$ cat src/design/bcr_pkg.sv
// Package with shared types and constants for the Bresenham circle rasterizer.
package bcr_pkg;

  localparam int unsigned COORD_BITS_DEF  = 16;
  localparam int unsigned RADIUS_BITS_DEF = 14;

  typedef struct packed {
    logic load;
    logic done;
  } bcr_grp_ctl_t;

  typedef enum logic [2:0] {
    PIX_MX_MY = 3'd0,
    PIX_MY_MX = 3'd1,
    PIX_MX_PY = 3'd2,
    PIX_PY_MX = 3'd3,
    PIX_PX_MY = 3'd4,
    PIX_MY_PX = 3'd5,
    PIX_PX_PY = 3'd6,
    PIX_PY_PX = 3'd7
  } bcr_slot_t;

endpackage

$ cat src/design/bcr_step.sv
// Octant walker: holds center, offsets and error term, and takes one Bresenham step per item.
module bcr_step
  import bcr_pkg::*;
#(
  parameter int unsigned COORD_BITS  = COORD_BITS_DEF,
  parameter int unsigned RADIUS_BITS = RADIUS_BITS_DEF
) (
  input  logic                          clk,
  input  logic                          rst_n,
  input  logic                          acc,
  input  logic                          op,
  input  logic signed [COORD_BITS-1:0]  center_x,
  input  logic signed [COORD_BITS-1:0]  center_y,
  input  logic        [RADIUS_BITS-1:0] radius,
  output bcr_grp_ctl_t                  ctl,
  output logic signed [COORD_BITS-1:0]  g_cx,
  output logic signed [COORD_BITS-1:0]  g_cy,
  output logic signed [RADIUS_BITS:0]   g_dx,
  output logic signed [RADIUS_BITS:0]   g_dy
);

  localparam int unsigned DW = RADIUS_BITS + 1;
  localparam int unsigned EW = RADIUS_BITS + 6;
  localparam int unsigned AW = EW + 2;

  logic signed [COORD_BITS-1:0] cx_r, cy_r;
  logic signed [DW-1:0]         dx_r, dy_r;
  logic signed [EW-1:0]         e_r;
  logic                         active_r;

  logic                         start;
  logic                         cur_act;
  logic signed [COORD_BITS-1:0] cur_cx, cur_cy;
  logic signed [DW-1:0]         cur_dx, cur_dy;
  logic signed [EW-1:0]         cur_e, init_e;

  logic signed [AW-1:0] ea, xa, ya, xa1, ya1, diag, nx, ny, ne, gap;
  logic                 done;

  assign start  = !op;
  assign init_e = EW'(2) - (EW'(radius) <<< 1);

  always_comb begin
    if (start) begin
      cur_cx = center_x;
      cur_cy = center_y;
      cur_dx = '0;
      cur_dy = DW'(radius);
      cur_e  = init_e;
    end else begin
      cur_cx = cx_r;
      cur_cy = cy_r;
      cur_dx = dx_r;
      cur_dy = dy_r;
      cur_e  = e_r;
    end
  end

  assign cur_act = start || active_r;

  always_comb begin
    ea   = AW'(cur_e);
    xa   = AW'(cur_dx);
    ya   = AW'(cur_dy);
    xa1  = xa + AW'(1);
    ya1  = ya - AW'(1);
    diag = (xa1 - ya1 + AW'(1)) <<< 1;
    nx   = xa1;
    ny   = ya1;
    ne   = ea + diag;
    priority if (ea[AW-1]) begin
      if ((ea + ya) > AW'(0)) begin
        ne = ea + diag;
      end else begin
        ny = ya;
        ne = ea + (xa1 <<< 1) + AW'(1);
      end
    end else if (ea != AW'(0)) begin
      if ((ea - xa) <= AW'(0)) begin
        ne = ea + diag;
      end else begin
        nx = xa;
        ne = ea - (ya1 <<< 1) + AW'(1);
      end
    end else begin
      ne = ea + diag;
    end
    gap  = ny - nx;
    done = gap[AW-1];
  end

  always_ff @(posedge clk) begin
    if (!rst_n) begin
      active_r <= 1'b0;
    end else if (acc && cur_act) begin
      active_r <= !done;
    end
  end

  always_ff @(posedge clk) begin
    if (!rst_n) begin
      cx_r <= '0;
      cy_r <= '0;
      dx_r <= '0;
      dy_r <= '0;
      e_r  <= '0;
    end else if (acc && cur_act) begin
      cx_r <= cur_cx;
      cy_r <= cur_cy;
      dx_r <= nx[DW-1:0];
      dy_r <= ny[DW-1:0];
      e_r  <= ne[EW-1:0];
    end
  end

  assign ctl.load = acc && cur_act;
  assign ctl.done = done;
  assign g_cx     = cur_cx;
  assign g_cy     = cur_cy;
  assign g_dx     = cur_dx;
  assign g_dy     = cur_dy;

endmodule

$ cat src/design/bcr_emit.sv
// Group register and pixel emitter: sends one step's eight mirrored pixels, one per cycle unless stalled.
module bcr_emit
  import bcr_pkg::*;
#(
  parameter int unsigned COORD_BITS  = COORD_BITS_DEF,
  parameter int unsigned RADIUS_BITS = RADIUS_BITS_DEF
) (
  input  logic                         clk,
  input  logic                         rst_n,
  input  bcr_grp_ctl_t                 ctl,
  input  logic signed [COORD_BITS-1:0] g_cx,
  input  logic signed [COORD_BITS-1:0] g_cy,
  input  logic signed [RADIUS_BITS:0]  g_dx,
  input  logic signed [RADIUS_BITS:0]  g_dy,
  output logic                         free,
  output logic                         out_valid,
  input  logic                         out_ready,
  output logic signed [COORD_BITS:0]   out_pixel_x,
  output logic signed [COORD_BITS:0]   out_pixel_y,
  output logic                         out_last_of_group,
  output logic                         out_circle_done
);

  localparam int unsigned DW = RADIUS_BITS + 1;
  localparam int unsigned OW = COORD_BITS + 1;
  localparam int unsigned SW = ((COORD_BITS > DW) ? COORD_BITS : DW) + 1;

  logic signed [COORD_BITS-1:0] cx_r, cy_r;
  logic signed [DW-1:0]         dx_r, dy_r;
  logic                         done_r;
  logic                         grp_valid_r;
  bcr_slot_t                    slot_r;

  logic                         out_valid_r;
  logic signed [OW-1:0]         px_r, py_r;
  logic                         last_r, cdone_r;

  logic                         emit_go;
  logic                         is_last;
  logic signed [SW-1:0]         sx, sy, sdx, sdy;
  logic signed [SW-1:0]         x_sel, y_sel;

  assign emit_go = grp_valid_r && (!out_valid_r || out_ready);
  assign is_last = (slot_r == PIX_PY_PX);
  assign free    = !grp_valid_r || (emit_go && is_last);

  assign sx  = SW'(cx_r);
  assign sy  = SW'(cy_r);
  assign sdx = SW'(dx_r);
  assign sdy = SW'(dy_r);

  always_comb begin
    unique case (slot_r)
      PIX_MX_MY: begin x_sel = sx - sdx; y_sel = sy - sdy; end
      PIX_MY_MX: begin x_sel = sx - sdy; y_sel = sy - sdx; end
      PIX_MX_PY: begin x_sel = sx - sdx; y_sel = sy + sdy; end
      PIX_PY_MX: begin x_sel = sx + sdy; y_sel = sy - sdx; end
      PIX_PX_MY: begin x_sel = sx + sdx; y_sel = sy - sdy; end
      PIX_MY_PX: begin x_sel = sx - sdy; y_sel = sy + sdx; end
      PIX_PX_PY: begin x_sel = sx + sdx; y_sel = sy + sdy; end
      PIX_PY_PX: begin x_sel = sx + sdy; y_sel = sy + sdx; end
      default:   begin x_sel = sx;       y_sel = sy;       end
    endcase
  end

  always_ff @(posedge clk) begin
    if (!rst_n) begin
      grp_valid_r <= 1'b0;
      slot_r      <= PIX_MX_MY;
    end else if (ctl.load) begin
      grp_valid_r <= 1'b1;
      slot_r      <= PIX_MX_MY;
    end else if (emit_go) begin
      grp_valid_r <= !is_last;
      slot_r      <= bcr_slot_t'(3'(slot_r + 3'd1));
    end
  end

  always_ff @(posedge clk) begin
    if (ctl.load) begin
      cx_r   <= g_cx;
      cy_r   <= g_cy;
      dx_r   <= g_dx;
      dy_r   <= g_dy;
      done_r <= ctl.done;
    end
  end

  always_ff @(posedge clk) begin
    if (!rst_n) begin
      out_valid_r <= 1'b0;
    end else if (emit_go) begin
      out_valid_r <= 1'b1;
    end else if (out_ready) begin
      out_valid_r <= 1'b0;
    end
  end

  always_ff @(posedge clk) begin
    if (emit_go) begin
      px_r    <= x_sel[OW-1:0];
      py_r    <= y_sel[OW-1:0];
      last_r  <= is_last;
      cdone_r <= is_last && done_r;
    end
  end

  assign out_valid         = out_valid_r;
  assign out_pixel_x       = px_r;
  assign out_pixel_y       = py_r;
  assign out_last_of_group = last_r;
  assign out_circle_done   = cdone_r;

endmodule

$ cat src/design/bresenham_circle_raster.sv
// Top level of the Bresenham circle rasterizer with eight-way symmetry.
//
// Channel  Direction  Ports
// in       input      in_valid, in_ready, in_op, in_center_x, in_center_y, in_radius
// out      output     out_valid, out_ready, out_pixel_x, out_pixel_y,
//                     out_last_of_group, out_circle_done
//
// An active item yields eight pixels, one per cycle from the output register
// while the output is not stalled, and no new item is taken while the group is still being emitted.
// The next item is accepted in the cycle the eighth pixel enters the output register.
// A continue item with no circle in progress is accepted once the emitter is free and yields nothing.
// Reset is synchronous and clears the walk state and all valid flags.
// A stalled output holds its pixel and pauses the group in progress.
module bresenham_circle_raster
  import bcr_pkg::*;
#(
  parameter int unsigned COORD_BITS  = COORD_BITS_DEF,
  parameter int unsigned RADIUS_BITS = RADIUS_BITS_DEF
) (
  input  logic                          clk,
  input  logic                          rst_n,
  input  logic                          in_valid,
  output logic                          in_ready,
  input  logic                          in_op,
  input  logic signed [COORD_BITS-1:0]  in_center_x,
  input  logic signed [COORD_BITS-1:0]  in_center_y,
  input  logic        [RADIUS_BITS-1:0] in_radius,
  output logic                          out_valid,
  input  logic                          out_ready,
  output logic signed [COORD_BITS:0]    out_pixel_x,
  output logic signed [COORD_BITS:0]    out_pixel_y,
  output logic                          out_last_of_group,
  output logic                          out_circle_done
);

  bcr_grp_ctl_t                 ctl;
  logic signed [COORD_BITS-1:0] g_cx, g_cy;
  logic signed [RADIUS_BITS:0]  g_dx, g_dy;
  logic                         free;
  logic                         in_acc;

  assign in_ready = free;
  assign in_acc   = in_valid && free;

  bcr_step #(
    .COORD_BITS  (COORD_BITS),
    .RADIUS_BITS (RADIUS_BITS)
  ) u_step (
    .clk      (clk),
    .rst_n    (rst_n),
    .acc      (in_acc),
    .op       (in_op),
    .center_x (in_center_x),
    .center_y (in_center_y),
    .radius   (in_radius),
    .ctl      (ctl),
    .g_cx     (g_cx),
    .g_cy     (g_cy),
    .g_dx     (g_dx),
    .g_dy     (g_dy)
  );

  bcr_emit #(
    .COORD_BITS  (COORD_BITS),
    .RADIUS_BITS (RADIUS_BITS)
  ) u_emit (
    .clk               (clk),
    .rst_n             (rst_n),
    .ctl               (ctl),
    .g_cx              (g_cx),
    .g_cy              (g_cy),
    .g_dx              (g_dx),
    .g_dy              (g_dy),
    .free              (free),
    .out_valid         (out_valid),
    .out_ready         (out_ready),
    .out_pixel_x       (out_pixel_x),
    .out_pixel_y       (out_pixel_y),
    .out_last_of_group (out_last_of_group),
    .out_circle_done   (out_circle_done)
  );

`ifndef ASSERT_OFF
  a_done_on_last: assert property (@(posedge clk) disable iff (!rst_n)
    out_valid |-> (!out_circle_done || out_last_of_group))
    else $error("circle_done raised on a pixel that does not close its group");

  a_start_busy: assert property (@(posedge clk) disable iff (!rst_n)
    (in_valid && in_ready && !in_op) |=> !in_ready)
    else $error("a start item did not occupy the emitter");

  a_group_continues: assert property (@(posedge clk) disable iff (!rst_n)
    (out_valid && out_ready && !out_last_of_group) |=> out_valid)
    else $error("a group stopped before its last pixel");
`endif

endmodule

$ cat config.mk
export PLATFORM = sky130hd
export DESIGN_NAME = bresenham_circle_raster
export DESIGN_NICKNAME = d
export VERILOG_FILES = /design/src/design/bcr_pkg.sv /design/src/design/bcr_step.sv /design/src/design/bcr_emit.sv /design/src/design/bresenham_circle_raster.sv
export SDC_FILE = /design/constraint.sdc
export NUM_CORES = 1
export LEC_CHECK = 0
export BUFFER_PORTS_ARGS = -buffer_cell sky130_fd_sc_hd__buf_2
export CAP_MARGIN = 20
export CORE_MARGIN = 4
export CORE_UTILIZATION = 47
export CTS_BUF_LIST = sky130_fd_sc_hd__clkbuf_8
export DETAILED_ROUTE_END_ITERATION = 7
export GPL_TIMING_DRIVEN = 0
export PLACE_DENSITY = 0.71
export SETUP_SLACK_MARGIN = 0.02
export SYNTH_ARGS = -nofsm -noshare
export SYNTH_HDL_FRONTEND = slang
export SYNTH_SLANG_ARGS = --single-unit
$ cat constraint.sdc
create_clock -name clk -period 7.3 [get_ports clk]
set_clock_uncertainty 0.2 [all_clocks]
set_input_delay 0.365 -clock clk [delete_from_list [all_inputs] [get_ports clk]]
set_output_delay 0.365 -clock clk [all_outputs]
set_load 0.03 [all_outputs]
**Word-level counts from Yosys, hierarchy flattened**

Cells that the tools add are included.

- Register bits: 187
- Output and inout bits: 38
- Word-level logic and storage cells: 96

- $add $sub $neg: 22
- $lt $le $gt $ge: 2
- Eq/ne operators: 7
- Muxes and demuxes: 20
- Bitwise operators: 1
- Reductions and logical operators: 26

Operator list:

| cell | number |
|---|---|
| $pmux W17 S4 | 2 |
| $mux W22 | 5 |
| $mux W20 | 5 |
| $add A16 B15 Y17 | 4 |
| $sub A16 B15 Y17 | 4 |
| $add A20 B2 Y20 const B | 2 |
| $mux W16 | 2 |
| $mux W15 | 2 |
| $gt A22 B1 Y1 const B | 1 |
| $le A22 B1 Y1 const B | 1 |
| $reduce_bool A22 Y1 | 1 |
| $sub A22 B22 Y22 | 1 |
| $add A20 B15 Y21 | 1 |
| $sub A20 B15 Y21 | 1 |
| $add A20 B17 Y20 | 1 |
| $add A20 B20 Y20 | 1 |
| $sub A20 B17 Y20 | 1 |
| $add A17 B2 Y18 const B | 1 |
| $reduce_or A2 Y1 | 9 |
| $sub A16 B16 Y17 | 1 |
| $add A15 B2 Y16 const B | 1 |
| $sub A15 B2 Y16 const B | 1 |
| $sub A2 B15 Y16 const A | 1 |
| $eq A3 B3 Y1 const B | 4 |
| other kinds (10) | 25 |

**Longest topological paths before layout**

Gate-level depths: netlist of run 1.

- Depth after elaboration: 9
- Gate-level depth with buffers: 38

**Modules after synthesis**

A second synthesis of run 1 with hierarchy kept.

- Cells, all modules: 2018
- Area, all modules: 17271.6 um^2

Modules (own cells, without submodules):

| module | times used | cells an instance | area each (um^2) | seq. area each (um^2) |
|---|---|---|---|---|
| bcr_step | 1 | 1482 | 11138.2 | 1661.6 |
| bcr_emit | 1 | 535 | 6127.1 | 3072.9 |
| bresenham_circle_raster | 1 | 1 | 6.3 | 0.0 |

**Worst setup path after synthesis of run 1**

No wires, ideal clock.

- Kind: input to register
- Start: input in_op
- End: register u_step.active_r
- Library setup time: 120 ps
- Arrival time: 7334 ps
- Data required time: 6980 ps
- Path slack: -354 ps
- Stages: 36
- Cells stage by stage: buf_2 > buf_2 > buf_6 > buf_6 > buf_6 > buf_6 > clkbuf_1 > buf_1 > clkbuf_1 > clkbuf_1 > nand2_1 > ha_1 > a21o_1 > a21o_1 > a221oi_1 > o32ai_4 > or3_1 > a2111oi_2 > o2111ai_1 > o41a_1 > o21a_2 > buf_4 > a21oi_1 > ha_1 > a21o_1 > a21oi_1 > nor2b_1 > o21ai_0 > nand2b_1 > a21o_1 > a21o_1 > a21oi_1 > nor2b_1 > o21ai_0 > a31oi_1 > o31a_1

- Word-level cells in the longest chain between the ends: 8
- Elaborated cells between the ends (all ways): 20
- Those cells by class: add/sub: 5; order compare: 2; mux: 8; reduce/logical: 5

Ends and longest elaborated chain:

| element | RTL line | source |
|---|---|---|
| from (decl) | bresenham_circle_raster.sv:24 | `input logic in_op,` |
| $mux W20 or $mux W15 (tied branches) | bcr_step.sv:44 | `if (start) begin` |
| $sub A20 B15 Y21 | bcr_step.sv:79 | `if ((ea - xa) <= AW'(0)) begin` |
| $le A22 B1 Y1 | bcr_step.sv:79 |  |
| $mux W22 | bcr_step.sv:79 |  |
| $mux W22 | bcr_step.sv:78 | `end else if (ea != AW'(0)) begin` |
| $mux W22 | bcr_step.sv:71 | `priority if (ea[AW-1]) begin` |
| $sub A22 B22 Y22 | bcr_step.sv:88 | `gap = ny - nx;` |
| $logic_not A1 Y1 | bcr_step.sv:96 | `active_r <= !done;` |
| to (signal assigned) | bcr_step.sv:96 |  |
| to (decl) | bcr_step.sv:29 | `logic active_r;` |

Several ways; a longest one is shown, not always the timed one.
A chain may end at the register's enable or synchronous reset.

**Final worst setup path of run 1**

Same ends and word-level chain as after synthesis.

==> reports/qor.yml, run 1 <==
outcome:
  status: "complete, no violations"
placed_design:
  post-dp-hpwl_mm: 47.7
  io_buffers: 83
  gp_congestion: 0.991
cells_and_area:
  fillCellCount: 3391
  n_antenna_cell: 0
  drive_gt1_frac: 0.138
  nets: 2462
  syn_to_final_growth_pct: 13.8
clock_network:
  cts_buffer_depth: 2
  numCtsBuffers: 17
  clockRootBuffer: "clkbuf_8"
  path_clk_slew_ns: 0.10
  cts_sinks: 187
  cts_max_level: 4
  cts_tree: "built"
  clock_latency_ns: 0.51
synth:
  syn_area_um2: 17700
  yosys.area_share.adder: 0.142
  synth_compound_area_frac: 0.238
  ys_warn_count: 0
  avgSynthCellArea_um2: 8.57
  synth_edf_count: 99
  netlist_instances: 2062
  syn_nets: 2304
  ys_seq_elements: 187
  synthArstFlopShare: 0
  synth_top_family_by_area: "compound AO/OA/AOI/OAI gates"
  ys.flop_type: "edfxtp_1"
  yosysTopAreaCellShare: 0.168
  synth_xor_area_frac: 0.0925
  synthTopCellsByArea: "edfxtp_1 (17%), ha_1 (13%), dfxtp_1 (10%)"
  yosys.area_share.simple: 0.173
  synthMuxAreaShare: 0.0399
  synth_cell_types: 105
  yosysSeqAreaShare: 0.268
  synth_largest_area_cell: "edfxtp_1"
grt:
  first_global_vias: 16100
  grt_use_met1: 0.353
  grt_max_degree: 52
  gr-total-overflow: 0
  use_met2: 0.485
  grt_usage: 0.285
  busiest_layer: "met2"
  grt_pass1_wl_mm: 91.2
  antenna_found_initial: 0
  grtUsageMet3: 0.0332
power:
  p_leak_uw: 0.00831
  seq_power_share: 0.297
  power_switching_uw: 1890
  internal_power_uw: 2460
  p_comb_frac: 0.538
  ir_drop_mv: 0.110
  power_frac_clock: 0.165
  powerDensity_nw_per_um2: 216
  swShare: 0.435
routing:
  drt_wl_total_mm: 60.4
  ant_nets: 0
  drt_drc_violations_left: 0
  drt_first_iter_violations: 1543
  wl_per_cell_um: 22.1
  viasPerCell: 6.15
  drtPass1Iterations: 6
  vias: 16800
timing:
  setup_violations: 0
  period_needed_ns: 6.94
  finalHoldViolations: 0
  fin_crit_sh: 0.951
  worst_pin_slew_ns: 0.938
  slew_headroom: 0.366
  whs_ns: 0.0139
  max_freq_mhz: 144
  fin_setup_tns_ns: 0
  final_max_slew_viol_count: 0
setup_path:
  start_kind: "input port"
  crit_fanout: 10
  rrSetupSlack_ns: 0.55
  crit_path_end_kind: "register"
  cp_slowest_cell: "or3_4"
  cp_common_cell: "a21o_1"
  crit_type: "input port to register"
  worst_ep_required_time_ns: 7.48
  crit_path_max_incr_delay_ns: 0.39
  arrival_ns: 7.12
floorplanning:
  rows: 70
  die_h_um: 202
  pin_count: 89
  coreArea_um2: 36900
  die_w_um: 202
  start_util: 0.479
  die_area_um2: 40800
job:
  cap_violations: 0
worst_hold_path:
  min_path_type: "input port to register"
power by group through the flow:
| stage | sequential (uW) | combinational, uW | clock (uW) |
|---|---|---|---|
| final | 1290 | 2340 | 715 |
| after global routing | 1300 | 2530 | 759 |
| after CTS | 1290 | 2240 | 720 |
| after detailed placement | 1310 | 2180 | 0 |
| after global placement | 1310 | 2120 | 0 |
| after floorplan | 1350 | 1580 | 0 |
through the flow:
stage	instances	total power (uW)	util	instance area (um^2)	setup slack, ns
floorplan	2062	2930	-	17700	0.0590
detailed placement	2654	3490	0.510	18800	-2.55
global route	2737	4590	0.545	20100	-0.00261
global placement	2649	3430	0.508	18700	-2.44
CTS	2716	4250	0.535	19700	-0.0960
finish	2737	4350	0.545	20100	0.359
sequential cells by signal, summed over array words and instances, names as in the netlist:
name and cells:
u_emit.cy_r 16, u_step.dx_r 15, u_step.cx_r 16, u_emit.dx_r 15, u_emit.out_pixel_x 17, u_emit.out_circle_done 1
u_step.e_r 20, u_emit.slot_r 3, u_emit.out_last_of_group 1, u_emit.grp_valid_r 1, u_emit.done_r 1, u_emit.dy_r 15
u_emit.out_valid 1, u_step.dy_r 15, u_emit.cx_r 16, u_step.active_r 1, u_step.cy_r 16, u_emit.out_pixel_y 17
layer usage:
layer	wire, um	share of wire	vias up
met5	0	0	-
met4	3520	0.058	0
met3	4250	0.070	152
met2	28500	0.47	714
met1	24200	0.40	8013
li1	-	-	7960
cell type report:
type                    count  area [um^2]  area share
multi-input cells        1685        12500       0.619
flip-flops and latches    187         4730       0.235
repair buffers            142          957      0.0476
well taps                 504          631      0.0314
plain buffers              80          549      0.0273
inverters                 107          405      0.0202
clock buffers              18          248      0.0123
clock inverters            14          136     0.00678
worst max-delay path, delay by kind of cell:
family	cells	cell delay, ns
AOI/OAI and AO/OA	18	3.67
and+or+nand+nor	5	0.70
buffers and inverters	11	1.83
adders and majority gates	2	0.50
cell usage after synthesis (14+ instances only):
| master | n |
|---|---|
| o21ai_0 | 95 |
| nor3b_1 | 16 |
| nor2_1 | 149 |
| mux2_2 | 37 |
| nand4_1 | 17 |
| nor2b_1 | 29 |
| nand2b_1 | 21 |
| a31oi_1 | 15 |
| and3_1 | 17 |
| edfxtp_1 | 99 |
| a21o_1 | 47 |
| nand2_1 | 206 |
| a21oi_1 | 180 |
| xnor2_1 | 129 |
| a211o_1 | 14 |
| ha_1 | 184 |
| a211oi_1 | 34 |
| nor3_1 | 48 |
| clkbuf_1 | 50 |
| o21bai_1 | 25 |
| xor2_1 | 54 |
| dfxtp_1 | 88 |
| mux2i_1 | 26 |
| or3_1 | 15 |
| nand3_1 | 47 |
| a222oi_1 | 24 |
| inv_1 | 106 |
| a22o_1 | 17 |
kinds of logic (layout without fill, tap and decap cells):
family / count (synthesis) / count (layout)
simple gates: 629 / 629
compound gates: 608 / 608
buf+inv: 190 / 361
xor+xnor: 185 / 185
mux: 65 / 65
flops: 187 / 187
fa+ha+maj: 198 / 198
placed cells by master (no fill, tap or decap), types with 12 or more instances in the layout:
master,n
nand3_1,46
and2_1,13
ha_1,181
edfxtp_1,99
dfxtp_1,88
a31oi_1,15
clkbuf_1,41
and3_1,17
a222oi_1,24
nor4_1,12
a21oi_1,174
o21a_1,12
a22o_1,17
nor3b_1,16
nor2b_1,29
nand4_1,17
mux2_2,36
nand2_1,203
a211o_1,14
mux2i_1,23
o21ai_0,87
buf_2,90
nor3_1,48
or3_1,14
o211ai_1,12
dlygate4sd3_1,23
inv_1,106
xnor2_1,128
o21bai_1,25
buf_4,39
a21o_1,46
xor2_1,54
a211oi_1,31
nand2b_1,21
clkbuf_8,19
nor2_1,148
worst paths after layout:
check | from | end | depth (start not counted)
worst max-delay path | in_op | u_step.active_r | 36
worst min-delay path | in_center_y[7] | u_emit.cy_r[7] | 2
worst max register to register | u_step.dy_r[0] | u_step.active_r | 29
worst min register to register | u_step.cy_r[14] | u_step.cy_r[14] | 2
timing repair:
item | in CTS | in global routing
hold endpoints to repair | 23 | 0
setup endpoints to repair | 32 | 7
hold buffers | 23 | 0
resized for setup | 61 | 47
buffers inserted | 7 | 24
pin swaps | 8 | 17
Note: power is estimated with default switching activity, not from simulation.
==> run 2: changes to the inputs <==
--- a/config.mk
+++ b/config.mk
@@ -5,6 +5,7 @@
 export SDC_FILE = /design/constraint.sdc
 export NUM_CORES = 1
 export LEC_CHECK = 0
+export ABC_AREA = 1
 export BUFFER_PORTS_ARGS = -buffer_cell sky130_fd_sc_hd__buf_2
 export CAP_MARGIN = 20
 export CORE_MARGIN = 4
==> reports/qor.yml, run 2 <==
outcome:
  status: "complete, no violations"
synth:
  yosys.area_share.simple: 0.240
  synthMuxAreaShare: 0
  yosysSeqAreaShare: 0.267
  synthTopCellsByArea: "edfxtp_1 (17%), ha_1 (13%), nand2_1 (11%)"
  avgSynthCellArea_um2: 7.08
  synth_edf_count: 99
  synth_common_cells: "nand2_1 (534), inv_1 (397), ha_1 (184), o21ai_0 (184), nor2_1 (148)"
  syn_nets: 2743
  synthArstFlopShare: 0
  synth.most_common_cell: "nand2_1"
  ys.flop_type: "edfxtp_1"
  syn_area_um2: 17700
  synth_cell_types: 60
  netlist_instances: 2501
  synth_compound_area_frac: 0.178
  synth_xor_area_frac: 0.0693
  yosys.area_share.adder: 0.138
  ys_warn_count: 0
  ys_seq_elements: 187
  synth_largest_area_cell: "edfxtp_1"
  yosysTopAreaCellShare: 0.168
  synth_top_family_by_area: "simple AND/OR/NAND/NOR gates"
placed_design:
  gp_congestion: 1.12
  io_buffers: 87
  post-dp-hpwl_mm: 48.1
routing:
  ant_nets: 0
  viasPerCell: 5.70
  drt_drc_violations_left: 0
  wl_per_cell_um: 18.6
  drtPass1Iterations: 6
  drt_wl_total_mm: 58.4
  drt_first_iter_violations: 1926
  vias: 17900
worst_hold_path:
  min_path_type: "input port to register"
power:
  internal_power_uw: 2260
  p_leak_uw: 0.00965
  powerDensity_nw_per_um2: 208
  totalPowerFinal_uw: 4050
  p_comb_frac: 0.487
  power_frac_clock: 0.196
  power_switching_uw: 1790
  seq_power_share: 0.317
  ir_drop_mv: 0.143
  swShare: 0.443
clock_network:
  path_clk_slew_ns: 0.10
  cts_buffer_depth: 2
  cts_max_level: 4
  cts_sinks: 187
  clock_latency_ns: 0.49
  clockRootBuffer: "clkbuf_8"
  cts_tree: "built"
  numCtsBuffers: 17
grt:
  grt_pass1_wl_mm: 90.2
  antenna_found_initial: 1
  grt_usage: 0.278
  gr-total-overflow: 0
  first_global_vias: 17000
  grt_max_degree: 64
setup_path:
  worst_ep_required_time_ns: 7.50
  arrival_ns: 6.97
  cp_slowest_cell: "o21ai_1"
  crit_fanout: 10
  path_delay_family: "simple AND/OR/NAND/NOR gates"
  start_kind: "input port"
  crit_type: "input port to register"
  crit_path_end_kind: "register"
  crit_path_max_incr_delay_ns: 0.59
  cp_num_buf_inv: 7
  cp_common_cell: "nand2_1"
floorplanning:
  die_area_um2: 40800
  start_util: 0.480
  rows: 70
  die_h_um: 202
  die_w_um: 202
  coreArea_um2: 36900
  pin_count: 89
cells_and_area:
  syn_to_final_growth_pct: 10.1
  most-common-layout-cells: "nand2_1 (534), inv_1 (397), ha_1 (184), o21ai_0 (183), nor2_1 (148)"
  nets: 2871
  post-route-util: 0.528
  n_antenna_cell: 0
  final_common_cell: "nand2_1"
  largest_register_ffs: 20
  drive_gt1_frac: 0.0927
  top_register: "u_step.e_r"
timing:
  finalHoldViolations: 0
  setup_violations: 0
  whs_ns: 0.0212
  grt_setup_unrepaired: "no"
  period_needed_ns: 6.77
  max_freq_mhz: 148
  worst_pin_slew_ns: 0.991
  slew_headroom: 0.339
  fin_crit_sh: 0.928
  final_max_slew_viol_count: 0
job:
  cap_violations: 0
[run 2: cell count changes in the layout (fill, tap and decap cells not counted), moves of 36 or more]
cell | before | now
nand2_1 | 203 | 534
inv_1 | 106 | 397
xnor2_1 | 128 | 24
o21ai_0 | 87 | 183
nand3_1 | 46 | 117
xor2_1 | 54 | 116
o22ai_1 | 8 | 55
buf_4 | 39 | 1
a21oi_1 | 174 | 137
a21o_1 | 46 | 10
mux2_2 | 36 | 0
[run 2: what timing repair did]
| action | 4_1_cts | 5_1_grt |
|---|---|---|
| buffers inserted | 0 | 0 |
| hold buffers | 18 | 0 |
| endpoints found under the setup margin | 3 | 6 |
| hold endpoints to repair | 27 | 0 |
| resized for setup | 2 | 6 |
[run 2: power by group through the flow]
| stage | Clock [uW] | Combinational, uW | Sequential, uW |
|---|---|---|---|
| finish | 791 | 1970 | 1280 |
| CTS | 800 | 1930 | 1280 |
| global placement | 0 | 1850 | 1310 |
| detailed placement | 0 | 1910 | 1310 |
| global route | 847 | 2170 | 1290 |
| floorplan | 0 | 1350 | 1350 |
[run 2: layout make-up]
class,instances,area [um^2]
Multi-Input combinational cell,1828,11100
Buffer,56,284
Fill cell,3604,17400
Timing Repair Buffer,110,686
Sequential cell,187,4730
Clock inverter,14,198
Tap cell,504,631
Clock buffer,18,248
Inverter,429,1610
[run 2: routing by layer]
layer | vias up | wire length [um] | global-route usage
li1 | 8644 | - | -
met1 | 8316 | 24000 | 0.355
met2 | 793 | 26400 | 0.457
met3 | 179 | 4480 | 0.0363
met4 | 0 | 3490 | 0.151
met5 | - | 0 | 0
[run 2: cells by family after synthesis]
group | after synthesis
AO/OA/AOI/OAI | 544
XOR/XNOR | 140
adder cells (fa/ha/maj) | 191
buffers and inverters | 486
flip-flops | 187
AND/OR/NAND/NOR | 953
[run 2: final timing paths]
check	startpoint	endpoint	slack, ns	cells past startpoint
min	in_center_x[15]	u_emit.cx_r[15]	0.02	3
max reg2reg	u_step.dy_r[0]	u_step.e_r[18]	0.62	35
min reg2reg	u_step.e_r[7]	u_step.e_r[7]	0.27	2
max	in_op	u_step.e_r[18]	0.53	38
[run 2: worst register-to-register path: cells and delay by family, from the launching register on]
kind | cells | cell delay, ns
compound gates | 5 | 1.32
xor+xnor | 2 | 0.59
fa+ha+maj | 4 | 1.35
buf+inv | 4 | 0.43
flops | 1 | 0.33
simple gates | 20 | 2.38
[run 2: through the flow]
stage | area, um^2 | worst slack (ns) | cells | TNS, ns
global route | 19500 | 0.0537 | 3146 | 0
CTS | 19500 | 0.204 | 3147 | 0
floorplan | 17700 | 1.40 | 2501 | 0
global placement | 18800 | -0.619 | 3092 | -1.92
finish | 19500 | 0.527 | 3146 | 0
detailed placement | 18800 | -0.685 | 3097 | -2.22
